[src/sv/sgm_pkg.sv]
// Shared types, constants and helper functions for the Sobel magnitude core.
// No dependencies.
package sgm_pkg;

  localparam int MaxWidth  = 2048;
  localparam int MaxHeight = 4096;
  localparam int ColW      = $clog2(MaxWidth);      // 11
  localparam int RowW      = $clog2(MaxHeight + 1); // 13
  localparam int MagW      = 11;
  localparam int RadW      = 21;                    // 2 * 1020^2 < 2^21

  localparam logic [0:0] RegWidth  = 1'b0;
  localparam logic [0:0] RegHeight = 1'b1;

  typedef enum logic [2:0] {S_IDLE, S_READ, S_CALC, S_ROOT, S_PAIR} state_t;

  typedef logic [7:0] pix_t;
  typedef struct packed {
    pix_t t;
    pix_t m;
    pix_t b;
  } triple_t;

  // Result beat as it leaves the core.
  typedef struct packed {
    logic [MagW-1:0] magnitude;
    logic            row_end;
    logic            frame_end;
    logic            last;
  } result_t;

  // a + 2b + c, at most 1020.
  function automatic logic [9:0] col_weight(pix_t a, pix_t b, pix_t c);
    return 10'(a) + {1'b0, b, 1'b0} + 10'(c);
  endfunction

  function automatic logic [9:0] abs_diff(logic [9:0] a, logic [9:0] b);
    return (a >= b) ? a - b : b - a;
  endfunction

endpackage

[src/sv/sgm_isqrt.sv]
// Bit-serial integer square root (restoring, two bits of radicand per cycle).
// Depends on sgm_pkg.
module sgm_isqrt (
  input  logic                     clk,
  input  logic                     rst,
  input  logic                     start,
  input  logic [sgm_pkg::RadW-1:0] radicand,
  output logic                     busy,
  output logic                     valid,
  output logic [sgm_pkg::MagW-1:0] root
);
  import sgm_pkg::*;

  logic [RadW:0] rem;
  logic [RadW:0] res;
  logic [RadW:0] bitv;
  logic [RadW:0] trial;

  assign trial = res + bitv;
  assign root  = res[MagW-1:0];

  // 11 iterations, bit 20 down to bit 0; valid holds until the next start.
  always_ff @(posedge clk) begin
    if (rst) begin
      busy  <= 1'b0;
      valid <= 1'b0;
    end else begin
      if (start) begin
        busy  <= 1'b1;
        valid <= 1'b0;
        rem   <= {1'b0, radicand};
        res   <= '0;
        bitv  <= {2'b01, {(RadW-1){1'b0}}};
      end else if (busy) begin
        if (rem >= trial) begin
          rem <= rem - trial;
          res <= (res >> 1) + bitv;
        end else begin
          res <= res >> 1;
        end
        bitv <= bitv >> 2;
        if (bitv[0]) begin
          busy  <= 1'b0;
          valid <= 1'b1;
        end
      end
    end
  end
endmodule

[config.mk]
export PLATFORM = sky130hd
export DESIGN_NAME = sgm_isqrt
export DESIGN_NICKNAME = d
export VERILOG_FILES = /design/src/sv/sgm_pkg.sv /design/src/sv/sgm_isqrt.sv
export SDC_FILE = /design/constraint.sdc
export NUM_CORES = 1
export LEC_CHECK = 0
export ABC_AREA = 0
export BUFFER_PORTS_ARGS = -buffer_cell sky130_fd_sc_hd__buf_2
export CAP_MARGIN = 15
export CORE_MARGIN = 2
export CORE_UTILIZATION = 35
export DETAILED_ROUTE_END_ITERATION = 16
export REMOVE_ABC_BUFFERS = 1
export SLEW_MARGIN = 20
export SYNTH_ARGS = -nofsm -noshare
export SYNTH_HDL_FRONTEND = slang
export SYNTH_SLANG_ARGS = --single-unit
[constraint.sdc]
create_clock -name clk -period 9.2 [get_ports clk]
set_clock_uncertainty 0.05 [all_clocks]
set_input_delay 1.84 -clock clk [delete_from_list [all_inputs] [get_ports clk]]
set_output_delay 1.84 -clock clk [all_outputs]
set_load 0.005 [all_outputs]
==> impl_metrics.csv <==
group,metric,value,unit
placement,hpwl,9540,µm
critical_path,arrival,4.92,ns
sta,finalSetupViolCount,0,
clocking,cts_buffers,9,
clocking,cts_resized,0,
detailed_routing,wl_per_cell,17.3,µm
cells_and_area,fillers,1391,
die,die_y,124,µm
detailed_routing,vias_per_cell,5.71,
synthesis,synthFlopType,"edfxtp_1",
clocking,insertion_delay,0.33,ns
cells_and_area,antenna_cells,0,
detailed_routing,post-route-drc-count,0,
sta,worst_pin_slew,0.836,ns
clocking,cts_setup_buffers,0,
pwr,max-vdd-ir-drop,0.000100,V
clocking,cts_root_buf,"clkbuf_16",
critical_path,required,9.14,ns
grt,grt_first_pass_wirelength,22000,µm
sta,relSlewSlack,0.443,
cells_and_area,final_net_count,654,
sta,tns,0,ns
clocking,clkTransAtPathRegs,0.05,ns
placement,gp_congestion,0.872,
job,cap_viol_max_count,0,
synthesis,synth_cells,562,
pwr,powerDensity,211,mW/mm²
synthesis,ys_seq_area_frac,0.335,
clocking,clock_path_buffers,2,
die,die-area,0.0154,mm²
synthesis,postSynth.asyncResetShare,0,
cells_and_area,final_common_cell,"edfxtp_1",
die,die_w,124,µm
grt,grt_max_degree,83,
worst_hold_path,min_path_type,"flip-flop to flip-flop",
grt,grtUsageTotal,0.184,
synthesis,synth.largest_area_cell,"edfxtp_1",
sta,finalCritPeriodShare,0.541,
cells_and_area,drive_gt1_frac,0.116,
sta,slew_violations,0,
synthesis,yosysUniqueCellTypes,59,
detailed_routing,finalWirelength,13300,µm
critical_path,end_kind,"flip-flop",
die,io_pins,37,
die,core.rowCount,43,
grt,grt_overflow,0,
critical_path,reg2reg_slack,4.23,ns
sta,finalHoldViolCount,0,
synthesis,synth_warnings,0,
sta,fin_crit,4.97,ns
synthesis,synth_edf_count,55,
die,initial_core_util,0.361,
detailed_routing,drt_iter0_drc,225,
synthesis,synth.cell_area,0.00505,mm²
clocking,clock_sinks,57,
detailed_routing,vias,4387,
grt,grt_pass1_vias,4355,
synthesis,syn_area_per_cell,8.99,µm²
detailed_routing,ant_nets,0,
critical_path,path_max_fanout,22,
synthesis,synth.area.top_cells,"edfxtp_1, ha_1, o21ai_0",
critical_path,worst_setup_path_start_kind,"flip-flop",
clocking,h-tree-depth,3,
cells_and_area,area_growth,10.8,%
sta,max_freq,201,MHz
grt,antenna_found_initial,0,
sta,holdWs,0.464,ns
placement,port_buffers,36,
cells_and_area,multi_input_area,0.00316,mm²
synthesis,synth_top_area_share,0.327,
critical_path,criticalPathCategory,"flip-flop to flip-flop",
die,core_area,0.0140,mm²
sta,rsz0062_at_grt,"no",
pwr,p_leak,2.09,nW
synthesis,ys_ff_latch,57,
cells_and_area,final_cell_mix,"edfxtp_1, nand2_1, o21ai_0",
detailed_routing,drtPass1Iterations,4,
outcome,outcome,"finished, final reports clean",
cells_and_area,register_area,0.00169,mm²
clocking,cts-hold-fix-buffers,0,
clocking,cts_tree,"done",
[cells in the mapped netlist, drive strengths merged (8+ instances only)]
master / number
edfxtp: 55
nand2: 53
o21ai: 51
ha: 46
a21oi: 42
nor2: 34
nor2b: 20
xnor2: 20
xor2: 20
a211oi: 18
buf: 18
a31oi: 17
nand3: 16
clkbuf: 13
a21o: 12
nor3: 11
o31ai: 9
and3: 8
inv: 8
[cell type report]
| cell class | instances | area share |
|---|---|---|
| Multi-Input combinational cell | 466 | 0.565 |
| Clock buffer | 16 | 0.0485 |
| Sequential cell | 57 | 0.302 |
| Timing Repair Buffer | 41 | 0.0389 |
| Inverter | 8 | 0.00537 |
| Tap cell | 180 | 0.0403 |
[metrics by stage]
step	cells	total power, mW	area, µm²	worst slack, ns	utilization
floorplan	531	0.725	4870	3.33	-
global placement	752	0.858	5320	4.44	0.381
detailed placement	752	0.867	5320	4.27	0.381
CTS	768	1.18	5600	4.26	0.400
global route	768	1.26	5600	3.85	0.400
finish	768	1.18	5600	4.23	0.400
[sequential cells by signal, indices dropped and copies added (netlist names)]
register	count
res	22
busy	1
valid	1
bitv	11
rem	22
[metal layers]
layer | vias to the layer above | share of wire | global-route usage
met5 | - | 0 | 0
met4 | 0 | 0.023 | 0.0681
met3 | 25 | 0.044 | 0.0307
met2 | 124 | 0.44 | 0.286
met1 | 2054 | 0.49 | 0.256
li1 | 2184 | - | -
[worst max-delay path: stages, from the launching register on]
cell	delay (ns)
edfxtp_1	0.49
ha_1	0.41
a21o_1	0.13
a311oi_1	0.10
o31ai_1	0.62
a21bo_2	0.26
a31oi_1	0.10
xor2_1	0.16
ha_1	0.41
a21oi_1	0.09
o21ai_0	0.30
o22a_1	0.72
nand2_1	0.27
a21boi_2	0.19
buf_4	0.33
[where the power goes]
part | switching [mW] | total [mW] | internal, mW
combinational | 0.316 | 0.515 | 0.199
sequential | 0.0275 | 0.357 | 0.330
clock | 0.112 | 0.310 | 0.197
total | 0.455 | 1.18 | 0.726
[cell families (layout without fill, tap and decap cells)]
kind of cell | Yosys count | after routing | share of synthesized area
AO/OA/AOI/OAI | 193 | 193 | 0.247
AND/OR/NAND/NOR | 181 | 181 | 0.179
flip-flops | 57 | 57 | 0.335
adder cells (fa/ha/maj) | 47 | 47 | 0.118
XOR/XNOR | 40 | 40 | 0.0694
buffers and inverters | 39 | 65 | 0.0406
multiplexers | 5 | 5 | 0.0111
[final timing paths]
check,start,cells after the start,end
hold / removal,valid$_SDFFE_PP0P_,2,valid$_SDFFE_PP0P_
setup reg to reg,res[4]$_SDFFCE_PP0P_,14,rem[10]$_DFFE_PP_
setup / recovery,res[4]$_SDFFCE_PP0P_,14,rem[10]$_DFFE_PP_
hold reg to reg,valid$_SDFFE_PP0P_,2,valid$_SDFFE_PP0P_
(Power assumes the default switching activity.)
